<file path="config.mk">
export PLATFORM = sky130hd
export DESIGN_NAME = lsi_fifo
export DESIGN_NICKNAME = d
export VERILOG_FILES = /design/src/hw/rtl/line_segment_intersection_macros.svh /design/src/hw/rtl/lsi_pkg.sv /design/src/hw/rtl/lsi_fifo.sv
export SDC_FILE = /design/constraint.sdc
export NUM_CORES = 1
export LEC_CHECK = 0
export BUFFER_PORTS_ARGS = -buffer_cell sky130_fd_sc_hd__buf_2
export CORE_AREA = 5 5 57 80
export CTS_CLUSTER_DIAMETER = 60
export DETAILED_ROUTE_END_ITERATION = 10
export DIE_AREA = 0 0 62 85
export HOLD_SLACK_MARGIN = 0.15
export MAX_ROUTING_LAYER = met4
export PLACE_DENSITY = 0.73
export SLEW_MARGIN = 20
export SYNTH_ARGS = -nofsm -noshare
export SYNTH_HDL_FRONTEND = slang
export SYNTH_SLANG_ARGS = --single-unit
</file>
<file path="constraint.sdc">
create_clock -name clk -period 4.3 [get_ports clk]
set_input_delay 0.215 -clock clk [delete_from_list [all_inputs] [get_ports clk]]
set_output_delay 0.215 -clock clk [all_outputs]
set_load 0.1 [all_outputs]
</file>
<file path="src/hw/rtl/line_segment_intersection_macros.svh">
// Assertion macros used by the line intersection top-level RTL.
`ifndef LINE_SEGMENT_INTERSECTION_MACROS_SVH
`define LINE_SEGMENT_INTERSECTION_MACROS_SVH
`ifndef ASSERT_OFF
// Checked on every clock edge outside reset.
`define LSI_ASSERT(lbl, prop, msg) \
  lbl: assert property (@(posedge clk) disable iff (!rst_n) prop) else $error(msg);
// Checked on every clock edge, reset included.
`define LSI_ASSERT_ALWAYS(lbl, prop, msg) \
  lbl: assert property (@(posedge clk) prop) else $error(msg);
`else
`define LSI_ASSERT(lbl, prop, msg)
`define LSI_ASSERT_ALWAYS(lbl, prop, msg)
`endif
`endif

</file>
<file path="src/hw/rtl/lsi_pkg.sv">
// Shared constants for the line intersection block.
`default_nettype none
package lsi_pkg;
  localparam int CW_DEF     = 16;
  localparam int FRAC_DEF   = 4;
  localparam int THR_W      = 33;
  localparam int RES_W      = 32;
  localparam int QW         = 32;
  localparam int OUT_FRAC   = 16;
  localparam int FIFO_DEPTH = 4;
endpackage
`default_nettype wire

</file>
<file path="src/hw/rtl/lsi_fifo.sv">
// Short queue between the front and back pipelines.
`default_nettype none
module lsi_fifo
  import lsi_pkg::*;
  #(
    parameter int WIDTH = 8,
    parameter int DEPTH = FIFO_DEPTH,
    localparam int AW = (DEPTH > 1) ? $clog2(DEPTH) : 1,
    localparam int CNTW = $clog2(DEPTH + 1)
  ) (
    input  wire logic             clk,
    input  wire logic             rst_n,
    input  wire logic             push_valid,
    input  wire logic [WIDTH-1:0] push_data,
    output logic                  full,
    input  wire logic             pop,
    output logic                  empty,
    output logic [WIDTH-1:0]      head
  );

  logic [WIDTH-1:0] mem_r [DEPTH];
  logic [AW-1:0]    wptr_r, rptr_r;
  logic [CNTW-1:0]  cnt_r;
  logic             do_push, do_pop;

  assign full    = (cnt_r == CNTW'(DEPTH));
  assign empty   = (cnt_r == '0);
  assign do_push = push_valid && !full;
  assign do_pop  = pop && !empty;
  assign head    = mem_r[rptr_r];

  // Pointers and fill count.
  always_ff @(posedge clk) begin
    if (!rst_n) begin
      wptr_r <= '0;
      rptr_r <= '0;
      cnt_r  <= '0;
    end else begin
      if (do_push) begin
        wptr_r <= (wptr_r == AW'(DEPTH - 1)) ? '0 : wptr_r + 1'b1;
      end
      if (do_pop) begin
        rptr_r <= (rptr_r == AW'(DEPTH - 1)) ? '0 : rptr_r + 1'b1;
      end
      if (do_push && !do_pop) begin
        cnt_r <= cnt_r + 1'b1;
      end else if (do_pop && !do_push) begin
        cnt_r <= cnt_r - 1'b1;
      end
    end
  end

  // Storage.
  always_ff @(posedge clk) begin
    if (do_push) begin
      mem_r[wptr_r] <= push_data;
    end
  end

endmodule
`default_nettype wire

</file>
==> results of run 1 <==
[registers in the layout, indices dropped and copies added, names as in the netlist, named ones only]
register / flops
mem_r: 32
cnt_r: 3
rptr_r: 2
wptr_r: 2
[worst paths after layout]
path / startpoint / endpoint / depth (start not counted)
worst min register to register: wptr_r[1] / wptr_r[1] / 2
worst min-delay path: rst_n / wptr_r[1] / 3
worst max register to register: cnt_r[0] / cnt_r[2] / 8
worst max-delay path: cnt_r[0] / cnt_r[2] / 8
[synth_stat cells, drive strengths merged, types with 3 or more instances]
cell / number
mux2i: 3
nand2: 6
mux4: 8
edfxtp: 32
o21ai: 3
ha: 6
dfxtp: 9
and2: 5
buf: 3
inv: 3
[timing repair]
item                                   4_1_cts  5_1_grt
endpoints found under the hold margin       28        4
hold buffers                                 7        1
gates resized for setup                      0        0
[power by group through the flow]
stage | combinational, mW | sequential (mW) | clock (mW)
floorplan | 0.497 | 0.520 | 0
global placement | 0.538 | 0.546 | 0
detailed placement | 0.550 | 0.553 | 0
CTS | 0.556 | 0.544 | 0.257
global route | 0.586 | 0.552 | 0.272
finish | 0.552 | 0.540 | 0.246
[final cells by class]
type | instances | share of cell area [%]
clock buffer | 8 | 4.64
inverter | 3 | 0.580
multi-input combinational | 45 | 23.7
sequential | 41 | 58.8
tap | 43 | 2.77
timing repair buffer | 29 | 9.54
[through the flow]
| stage | setup WS (ns) | util, % |
|---|---|---|
| after global placement | 2.08 | 46.8 |
| after global routing | 1.70 | 51.3 |
| after floorplan | 1.39 | - |
| final | 1.93 | 51.3 |
| after CTS | 1.90 | 51.1 |
| after detailed placement | 1.92 | 46.8 |
[per-layer routing]
layer | wire, um | share of wire, % | vias to the layer above
li1 | - | - | 410
met1 | 975 | 38 | 405
met2 | 1410 | 54 | 22
met3 | 160 | 6.2 | 7
met4 | 57 | 2.2 | 0
met5 | 0 | 0 | -
[kinds of logic (layout without fill, tap and decap cells)]
group | after synthesis | in the layout
flops | 41 | 41
simple gates | 20 | 20
mux | 11 | 11
fa+ha+maj | 7 | 7
xor+xnor | 2 | 2
buf+inv | 7 | 40
compound gates | 5 | 5
[critical path, cell delays in order, from the launching register on]
cell	delay, ns
dfxtp_1	0.46
nor3b_2	0.09
nor2b_1	0.39
ha_1	0.28
inv_1	0.07
fa_1	0.37
xor2_1	0.16
or3_1	0.30
a21boi_0	0.18
==> flow_metrics.env, run 1 <==
export IMPL_status="finished clean"
export IMPL_die_width_um=62
export IMPL_first_iter_violations=9
export IMPL_switching_share_pct=43.4
export IMPL_numPortBuffers=21
export IMPL_detailedPlacementHpwl_mm=1.87
export IMPL_reg2reg_setup_slack_ns=1.93
export IMPL_fin_crit_sh_pct=55.1
export IMPL_antennaDiodeCount=0
export IMPL_core_region_mm2=0.00378
export IMPL_detail_route_drc_violations=0
export IMPL_setup_repair_after_global_routing_missed_its_margin="no"
export IMPL_internal_power_uw=758
export IMPL_globalRouteMet1Util_pct=11.3
export IMPL_post_drt_via_cell_ratio=4.99
export IMPL_synth_enable_flop_cells=32
export IMPL_yosysSeqAreaShare_pct=70.0
export IMPL_hold_class="in2reg"
export IMPL_worst_skew_pair_late_latency_ns=0.29
export IMPL_synth_to_final_area_change_pct=19.1
export IMPL_synth_xor_xnor_area_share_pct=1.07
export IMPL_max_slew_margin_rel_pct=63.5
export IMPL_post_synthesis_share_of_cell_area_spent_on_full_adders_half_adders_and_majority_gates_pct=5.83
export IMPL_drv_cap=0
export IMPL_timing_final_setup_violations=0
export IMPL_stdcell_area_mm2=0.00194
export IMPL_routed_wire_length_per_instance_um=15.4
export IMPL_tritoncts="built"
export IMPL_pwr_share_comb_pct=41.2
export IMPL_synth_top_flop_cell="edfxtp_1"
export IMPL_worst_pin_slew_ns=0.547
export IMPL_synthesis_yosys_warnings=0
export IMPL_detail_route_wirelength_mm=2.60
export IMPL_grt_antenna_before_repair=0
export IMPL_final_net_count=144
export IMPL_vias=844
export IMPL_worstPathMaxFanout=7
export IMPL_number_of_nets_with_antenna_violations_after_detailed_routing=0
export IMPL_layout_area_seq_mm2=0.00114
export IMPL_synth_avg_cell_area_um2=17.5
export IMPL_power_density_mw_per_mm2=689
export IMPL_netlist_instances=93
export IMPL_final_count_of_hold_timing_violations=0
export IMPL_ys_ff_latch=41
export IMPL_clock_network_fraction_of_total_power_pct=18.4
export IMPL_drtPass1Iterations=2
export IMPL_setup_worst_path_class="reg2reg"
export IMPL_grt_usage_pct=11.8
export IMPL_seqPwrFrac_pct=40.4
export IMPL_cp_start_kind="register"
export IMPL_grt_pass1_wl_mm=4.29
export IMPL_setup_tns_ns=0
export IMPL_ctsRootBufferMaster="clkbuf_8"
export IMPL_holdWs_ns=0.271
export IMPL_drive_above_1_share_pct=28.6
export IMPL_cts_buffer_depth=2
export IMPL_muxShareOfSynthArea_pct=12.9
export IMPL_worst_endpoint_required_ns=4.50
export IMPL_grt_met2_usage_pct=20.3
export IMPL_clk_pin_slew_worst_paths_ns=0.07
export IMPL_grt_busiest_layer="met2"
export IMPL_cts_inserted_buffers=5
export IMPL_grt_met3_usage_pct=4.11
export IMPL_floorplan_die_height_um=85
export IMPL_power_switching_uw=581
export IMPL_final_common_cell="edfxtp_1"
export IMPL_synth_top_area_share_pct=58.9
export IMPL_post_layout_nonfiller_instances=169
export IMPL_arrival_ns=2.57
export IMPL_post_synth_num_cell_types=23
export IMPL_globalRouteOverflowTotal=0
export IMPL_clock_tree_htree_level_count=2
export IMPL_mappedNetlistNets=112
export IMPL_synth_top_family_by_area="multiplexers"
export IMPL_design_portCount=22
export IMPL_ys_async_sr_fraction_pct=0
export IMPL_post_synth_top_area_cell="edfxtp_1"
export IMPL_rows=27
export IMPL_routability_congestion_estimate=0.725
export IMPL_grt_start_max_net_pins=13
export IMPL_power_mw=1.34
export IMPL_dpl_cell_count=153
export IMPL_peakVddDrop_mv=0.527
export IMPL_synth_simple_gate_area_share_pct=6.60
export IMPL_multi_input_logic_area_um2=460
export IMPL_number_of_global_route_vias_before_repair=935
export IMPL_total_leakage_power_nw=0.711
export IMPL_fmaxAchievable_mhz=422
export IMPL_endpoint_kind="register"
export IMPL_final_max_slew_viol_count=0
export IMPL_share_of_the_synthesized_area_in_compound_gates_ao_oa_aoi_oai_pct=1.84
export IMPL_layout_cells_most_common_list="edfxtp_1 (32), buf_2 (21), dfxtp_1 (9)"
export IMPL_syn_area_mm2=0.00163
export IMPL_floorplan_die_area_mm2=0.00527
export IMPL_final_critical_path_time_including_i_o_delays_and_setup_ns=2.37
export IMPL_clock_skew_ns=0.0104
export IMPL_post_cts_setup_buffers=0
export IMPL_placedInstanceArea_mm2=0.00177
export IMPL_num_fill_cells=304
export IMPL_synthTopCellsByArea="edfxtp_1 (59%), dfxtp_1 (11%), mux4_2 (11%), ha_1 (4.6%), and2_1 (1.9%)"
export IMPL_tritoncts_num_sinks=41
export IMPL_floorplan_initialDensity_pct=43.1
No activity file was read; power rests on OpenSTA's default activity.
==> inputs of run 2 (changes only) <==
Clock period 4.3 ns to 2.45 ns, I/O delays scaled along.
==> run 2 against run 1 <==
Compared with the run above: maximum frequency rose by 8.2%; final area rose by 3.9%; first-iteration DRC count rose by 78%; flip-flop and latch count did not move; highest routed layer unchanged; critical endpoint unchanged; clock skew barely moved; total power rose by 93%; clock power rose to 2.6 times the previous value; register-to-register slack got worse by 1.7 ns; global-route usage rose by 0.17 points; cell count rose by 1.2%; worst setup slack got worse by 1.7 ns; sequential power rose by 78%.
==> flow_metrics.env, run 2 (synthesis gave the netlist of run 1 again) <==
export IMPL_status="finished clean"
export IMPL_worst_skew_pair_late_latency_ns=0.29
export IMPL_final_net_count=146
export IMPL_die_width_um=62
export IMPL_drtPass1Iterations=3
export IMPL_numPortBuffers=21
export IMPL_grt_usage_pct=12.0
export IMPL_holdWs_ns=0.180
export IMPL_tritoncts="built"
export IMPL_number_of_nets_with_antenna_violations_after_detailed_routing=0
export IMPL_post_cts_resize_count=0
export IMPL_core_region_mm2=0.00378
export IMPL_worst_endpoint_required_ns=2.66
export IMPL_ctsRootBufferMaster="clkbuf_8"
export IMPL_top_registers="mem_r: 32 flops, cnt_r: 3 flops"
export IMPL_post_drt_via_cell_ratio=5.10
export IMPL_design_portCount=22
export IMPL_tritoncts_num_sinks=41
export IMPL_routed_wire_length_per_instance_um=15.7
export IMPL_first_iter_violations=16
export IMPL_hold_class="in2reg"
export IMPL_grt_start_max_net_pins=14
export IMPL_fmaxAchievable_mhz=457
export IMPL_arrival_ns=2.40
export IMPL_routability_congestion_estimate=0.679
export IMPL_final_max_slew_viol_count=0
export IMPL_power_density_mw_per_mm2=1280
export IMPL_regMostFlops="mem_r"
export IMPL_grt_antenna_before_repair=0
export IMPL_reg2reg_setup_slack_ns=0.26
export IMPL_drv_cap=0
export IMPL_final_common_cell="edfxtp_1"
export IMPL_cts_inserted_buffers=5
export IMPL_final_critical_path_time_including_i_o_delays_and_setup_ns=2.19
export IMPL_fin_crit_sh_pct=89.4
export IMPL_detailedPlacementHpwl_mm=1.91
export IMPL_largest_register_ffs=32
export IMPL_clk_pin_slew_worst_paths_ns=0.07
export IMPL_timing_final_setup_violations=0
export IMPL_grt_pass1_wl_mm=4.32
export IMPL_post_cts_setup_buffers=0
export IMPL_setup_repair_after_global_routing_missed_its_margin="no"
export IMPL_floorplan_die_height_um=85
export IMPL_worstPathMaxFanout=5
export IMPL_antennaDiodeCount=0
export IMPL_detail_route_drc_violations=0
export IMPL_rows=27
export IMPL_clock_tree_htree_level_count=2
export IMPL_peakVddDrop_mv=1.20
export IMPL_total_leakage_power_nw=0.743
export IMPL_floorplan_initialDensity_pct=43.1
export IMPL_synth_to_final_area_change_pct=23.8
export IMPL_worst_pin_slew_ns=0.541
export IMPL_number_of_global_route_vias_before_repair=966
export IMPL_globalRouteOverflowTotal=0
export IMPL_clock_skew_ns=0.0101
export IMPL_layout_cells_most_common_list="edfxtp_1 (32), buf_2 (21), mux4_2 (8), dlygate4sd3_1 (8)"
export IMPL_vias=872
export IMPL_max_slew_margin_rel_pct=63.9
export IMPL_cts_buffer_depth=2
export IMPL_drive_above_1_share_pct=35.2
export IMPL_endpoint_kind="register"
export IMPL_setup_worst_path_class="reg2reg"
export IMPL_power_mw=2.58
export IMPL_final_count_of_hold_timing_violations=0
export IMPL_floorplan_die_area_mm2=0.00527
export IMPL_detail_route_wirelength_mm=2.69
export IMPL_cp_start_kind="register"
run 2: changes by cell type in the layout (fill, tap and decap cells not counted), sizes merged:
cell and change:
bufinv +2, clkinv +1, buf +2, clkbuf -3
run 2: layout make-up:
type                            instances  area, um^2
Sequential cell                        41        1140
Multi-Input combinational cell         45         474
Clock inverter                          3        65.1
Clock buffer                            5        68.8
Fill cell                             302        1770
Timing Repair Buffer                   31         200
Tap cell                               43        53.8
Inverter                                3        11.3
run 2: per-stage QoR:
stage | util (%) | setup slack, ns | TNS, ns | std cells | instance area, um^2
after detailed placement | 47.7 | 0.270 | 0 | 155 | 1800
final | 53.3 | 0.260 | 0 | 171 | 2020
after floorplan | - | -0.0266 | -0.0266 | 93 | 1650
after global placement | 47.7 | 0.464 | 0 | 155 | 1800
after CTS | 53.3 | 0.249 | 0 | 171 | 2020
after global routing | 53.3 | 0.145 | 0 | 171 | 2020
run 2: worst paths after layout:
path / depth (start not counted) / from / end
setup reg to reg: 7 / cnt_r[1] / cnt_r[2]
hold reg to reg: 2 / wptr_r[1] / wptr_r[1]
hold / removal: 3 / rst_n / wptr_r[1]
setup / recovery: 7 / cnt_r[1] / cnt_r[2]
run 2: what timing repair did:
| action | CTS | global route |
|---|---|---|
| hold endpoints to repair | 32 | 0 |
| endpoints found under the setup margin | 0 | 0 |
| hold buffers | 8 | 0 |
run 2: routing by layer:
layer | routed length (um) | GRT usage (%)
met5 | 0 | -
met4 | 64 | 5.79
met3 | 168 | 5.18
met2 | 1450 | 19.4
met1 | 1000 | 11.8
run 2: critical path, stage by stage, from the launching register on:
cell and delay [ns]:
dfxtp_2 0.37, o31ai_1 0.38, ha_2 0.28, inv_1 0.05, fa_1 0.37, xor2_1 0.17
or3_1 0.31, a21boi_0 0.18
run 2: power breakdown:
| part | switching [mW] | leakage (nW) | internal [mW] |
|---|---|---|---|
| Clock | 0.225 | 0.0681 | 0.405 |
| Sequential | 0.100 | 0.368 | 0.860 |
| Combinational | 0.730 | 0.307 | 0.264 |
| Total | 1.06 | 0.743 | 1.53 |
